<file path="config.mk">
export PLATFORM = sky130hd
export DESIGN_NAME = cpt_ram
export DESIGN_NICKNAME = d
export VERILOG_FILES = /design/src/cpt_ram.sv
export SDC_FILE = /design/constraint.sdc
export NUM_CORES = 1
export LEC_CHECK = 0
export BUFFER_PORTS_ARGS = -buffer_cell sky130_fd_sc_hd__buf_2
export CAP_MARGIN = 40
export CORE_MARGIN = 2
export CORE_UTILIZATION = 39
export DETAILED_ROUTE_END_ITERATION = 8
export SLEW_MARGIN = 30
export SYNTH_ARGS = -nofsm -noshare
export SYNTH_HDL_FRONTEND = slang
export SYNTH_SLANG_ARGS = --single-unit
</file>
<file path="constraint.sdc">
create_clock -name clk_i -period 4.49 [get_ports clk_i]
set_clock_uncertainty 0.05 [all_clocks]
set_input_delay 0.898 -clock clk_i [delete_from_list [all_inputs] [get_ports clk_i]]
set_output_delay 0.898 -clock clk_i [all_outputs]
set_load 0.02 [all_outputs]
</file>
<file path="src/cpt_ram.sv">
module cpt_ram #(
  parameter int Width = 32,
  parameter int Depth = 16
) (
  input  logic                     clk_i,
  input  logic                     we_i,
  input  logic [$clog2(Depth)-1:0] waddr_i,
  input  logic [Width-1:0]         wdata_i,
  input  logic [$clog2(Depth)-1:0] raddr_i,
  output logic [Width-1:0]         rdata_o
);
  logic [Width-1:0] mem_q [Depth];

  always_ff @(posedge clk_i) begin
    if (we_i) begin
      mem_q[waddr_i] <= wdata_i;
    end
    rdata_o <= mem_q[raddr_i];
  end
endmodule

</file>
==> After elaboration in Yosys (flattened, before gate mapping) <==
Memories as Yosys holds them, arrays and structs flattened. A register that Yosys moved wholly into a read port is not among the register bits.
Index checks and enable logic that the tools add are counted.
{ "classes": {"muxes": 2} }
{ "op_table": {"columns": ["cell", "n"], "rows": [
  ["2-to-1 mux 1 bit", 2]
]} }
{ "totals": {"ff_bits": 0, "ramBits": 512, "output_inout_bits": 32, "memories": 1, "elab_cells": 3, "in_bits": 42} }
{ "mem_list": {"columns": ["memory", "depth", "width", "rd", "rd_ports_with_merged_regs", "write_ports", "line", "source"], "rows": [
  ["mem_q", 16, 32, 1, 1, 1, "12", "logic [Width-1:0] mem_q [Depth];"]
]} }

==> Depth between registers and ports, before layout <==
{ "depth": {"ltp_word": 2, "mapped_depth": 5, "depth_no_buf": 3} }

==> Worst setup path before layout <==
OpenSTA, ideal clock, no wires.
{ "synth_timing": {"kind": "input to register", "startpoint": "in waddr_i[2]", "endpoint": "mem mem_q[0][0] (enable)", "slack_ns": 0.362, "stages": 2, "path_buffers": 0, "arrival_time_ns": 3.616, "setup_ns": 0.461, "required_ns": 3.979, "path_cell_list": "or3b_2 -> nor3_1"} }
{ "synth_lines": {"columns": ["element", "line", "source"], "rows": [
  ["start: declaration", "7", "input logic [$clog2(Depth)-1:0] waddr_i,"],
  ["end: declaration", "12", null]
]} }
No word-level cell before the write port.

==> summary.txt <==
STA
  – Slew Limit Fails: 0
  – Shortest period the worst path allows: 2.28 ns
  – Setup violators final: 0
  – Setup TNS: 0 ns
  – Maximum clock frequency: 0.438 GHz
  – Worst slew pin tran: 0.728 ns
  – Final Hold Fails: 0
  – Max transition margin: 51.5%
  – RSZ-0062 raised after global routing: no
  – Final period utilization: 50.8%

Synth
  – Top cells by count, synth: edfxtp_1 (512), mux4_2 (128), a22oi_1 (64)
  – Net Count, Synth: 880
  – Sequential area share after synthesis: 80.7%
  – FF+latch count, synth: 544
  – Synth async-reset ratio: 0%
  – EDFF count, synth: 512
  – Netlist cell types: 18
  – Yosys warns: 0
  – Area share of the largest cell type after synthesis: 77.4%
  – Mean Syn Cell Area: 23.7 sq um
  – Synth top area cells: edfxtp_1 (77%), mux4_2 (15%), dfxtp_1 (3.2%), a22oi_1 (2.4%), nand2_1 (0.62%)
  – Main synth FF type: edfxtp_1
  – Cell taking the most area after synthesis: edfxtp_1
  – Synthesized cell area: 19900 sq um
  – Post-synthesis instance total: 838
  – Most numerous cell in the Yosys netlist: edfxtp_1

Global routing
  – Gr usage total: 16.2%
  – Vias in the first global route: 9514
  – M3 GR Usage: 3.14%
  – M1 GR Usage: 22.9%
  – GRT Residual Overflow: 0
  – Met2 Track Usage GR: 26.0%
  – Initial antenna violation count: 2
  – First-pass GRT wire length: 62500 microns
  – Most used routing layer: met2
  – Largest net degree at the start of global routing: 44

Power
  – Leak: 0.00743 uW
  – Power density cells: 468 nW/um^2
  – Max VDD drop: 0.291 mV

CTS
  – Root buffer cell: clkbuf_16
  – Clock tree buffer depth: 3
  – Post-CTS Hold Buffers: 0
  – Post-CTS setup buffers: 0
  – Clock sinks: 544
  – CTS buffer count: 54
  – Worst-Skew Late Latency: 0.61 ns
  – CTS clk-pin slew, worst paths: 0.06 ns
  – Htree depth: 2
  – Post-cts repair resize count: 0
  – CTS tree: built

Critical path
  – WP data arrival: 2.68 ns
  – Most used cell along the critical path: buf_4
  – Reg2reg start: mem_q[10][3]$_DFFE_PP_
  – Reg2reg setup slack: 3.07 ns
  – Required @ worst endpoint: 4.89 ns
  – CP max stage cell: buf_4
  – FF-to-FF End: rdata_o[3]$_DFF_P_
  – Critical-path cell list: buf_4 -> buf_4 -> mux4_2 -> a22oi_1 -> nand2_1
  – Largest delay contributor family on the critical path: buffers and inverters
  – CP Launch Point: raddr_i[1]
  – Largest stage delay on the critical path: 0.49 ns
  – Crit path launch type: primary input
  – Worst setup EP type: flip-flop
  – Crit path max fanout: 40
  – WP buf/inv: 2
  – R2R cell count: 3
  – Crit path kind: primary input to flip-flop

Detailed routing
  – Vias per cell: 5.39
  – Final WL: 42200 microns
  – Final ANT Viol Nets: 0
  – DR WL/cell: 25.1 microns
  – Vias: 9032
  – Drt pass-1 iters: 5
  – Residual DRC: 0
  – Initial DRC count: 765

Cells and area
  – Fraction of layout cells with a size suffix above 1: 33.5%
  – Post-layout net count: 999
  – Final Non-Filler Cells: 1677
  – Synthesis-to-finish area growth: 16.7%

Status
  – Status: completed

Floorplan
  – Initial Utilization: 39.6%
  – Die area: 52700 sq um
  – Ports: 74
  – Die height: 230 microns
  – Row count: 82
  – Core footprint: 50200 sq um
  – DIE WIDTH: 230 microns

Placed design
  – RePlAce Congestion: 0.678
  – Port Buffers: 73
  – HPWL after DPL: 21500 microns
  – Dpl cells: 1573

Min path
  – Hold Path Origin: wdata_i[14]
  – Hold EP: mem_q[11][14]$_DFFE_PP_
  – Hold Path Stages: 1
  – Hold Crit Class: primary input to flip-flop

Run
  – Max_cap viols: 0
==> worst max path at each step <==
stage,to,slack [ns],cells after the start
3_3_place_gp,rdata_o[16]$_DFF_P_,1.52,5
4_1_cts,rdata_o[28]$_DFF_P_,2.18,5
2_1_floorplan,mem_q[0][0]$_DFFE_PP_,0.36,2
5_1_grt,rdata_o[28]$_DFF_P_,2.06,5
3_5_place_dp,rdata_o[16]$_DFF_P_,1.56,5
6_report,rdata_o[3]$_DFF_P_,2.21,5
==> power breakdown <==
group          leakage (uW)  switching, uW  internal, uW
logic               0.00164            323           213
registers           0.00489           34.0          5680
clock network      0.000890           1880          2710
==> worst reg2reg max path, cell delays in order (launching register included) <==
cell and delay, ns:
edfxtp_1 0.36, mux4_2 0.46, a22oi_1 0.24, nand2_1 0.15
==> layout make-up <==
cell class                 instances  area [sq um]
antenna                            2          5.00
clock buffer                      67          1460
clock inverter                    35           360
fill                            4121         27000
multi-input combinational        251          3750
sequential                       544         16000
tap                              672           841
timing repair buffer             106           742
==> per-stage QoR <==
step	hold WS, ns	worst slack, ns	area, sq um	util, %	total power [uW]
detailed placement	0.605	1.56	21300	42.6	6370
global placement	0.600	1.52	21200	42.3	6350
global route	0.602	2.06	23200	46.2	11200
floorplan	0.585	0.362	19900	-	6130
finish	0.614	2.21	23200	46.2	10800
CTS	0.579	2.18	23200	46.2	10900
==> cell usage in the layout, fill, tap and decap left out <==
| cell | synthesis | layout |
|---|---|---|
| a22oi_1 | 64 | 64 |
| and2_4 | 0 | 1 |
| buf_12 | 0 | 3 |
| buf_16 | 0 | 4 |
| buf_2 | 4 | 71 |
| buf_4 | 11 | 27 |
| bufinv_16 | 0 | 7 |
| clkbuf_1 | 17 | 7 |
| clkbuf_16 | 0 | 54 |
| clkbuf_8 | 0 | 7 |
| clkinv_1 | 0 | 14 |
| clkinv_2 | 0 | 8 |
| clkinv_8 | 0 | 1 |
| clkinvlp_4 | 0 | 2 |
| dfxtp_1 | 32 | 32 |
| diode_2 | 0 | 2 |
| edfxtp_1 | 512 | 512 |
| inv_6 | 0 | 3 |
| mux4_2 | 128 | 128 |
| nand2_1 | 33 | 33 |
| nand2b_1 | 2 | 2 |
| nand3_1 | 1 | 1 |
| nand3b_1 | 2 | 2 |
| nor2_4 | 0 | 13 |
| nor2b_4 | 0 | 2 |
| nor3_2 | 0 | 4 |
| or3b_2 | 1 | 1 |
==> sequential cells by signal (all words and copies together) (netlist names) <==
| signal | cells |
|---|---|
| mem_q | 512 |
| rdata_o | 32 |
==> logic make-up after synthesis <==
kind of cell,count (synthesis),share of synthesized area [%]
AND/OR/NAND/NOR,59,1.27
flip-flops,544,80.7
buffers and inverters,43,1.12
AO/OA/AOI/OAI,64,2.42
multiplexers,128,14.5
==> layer usage <==
metal  part of all wire [%]  wire, microns
met1                     44          18500
met2                     48          20200
met3                    5.9           2480
met4                    2.1            890
met5                  0.033             14
Note: power is estimated with default switching activity, not from simulation.
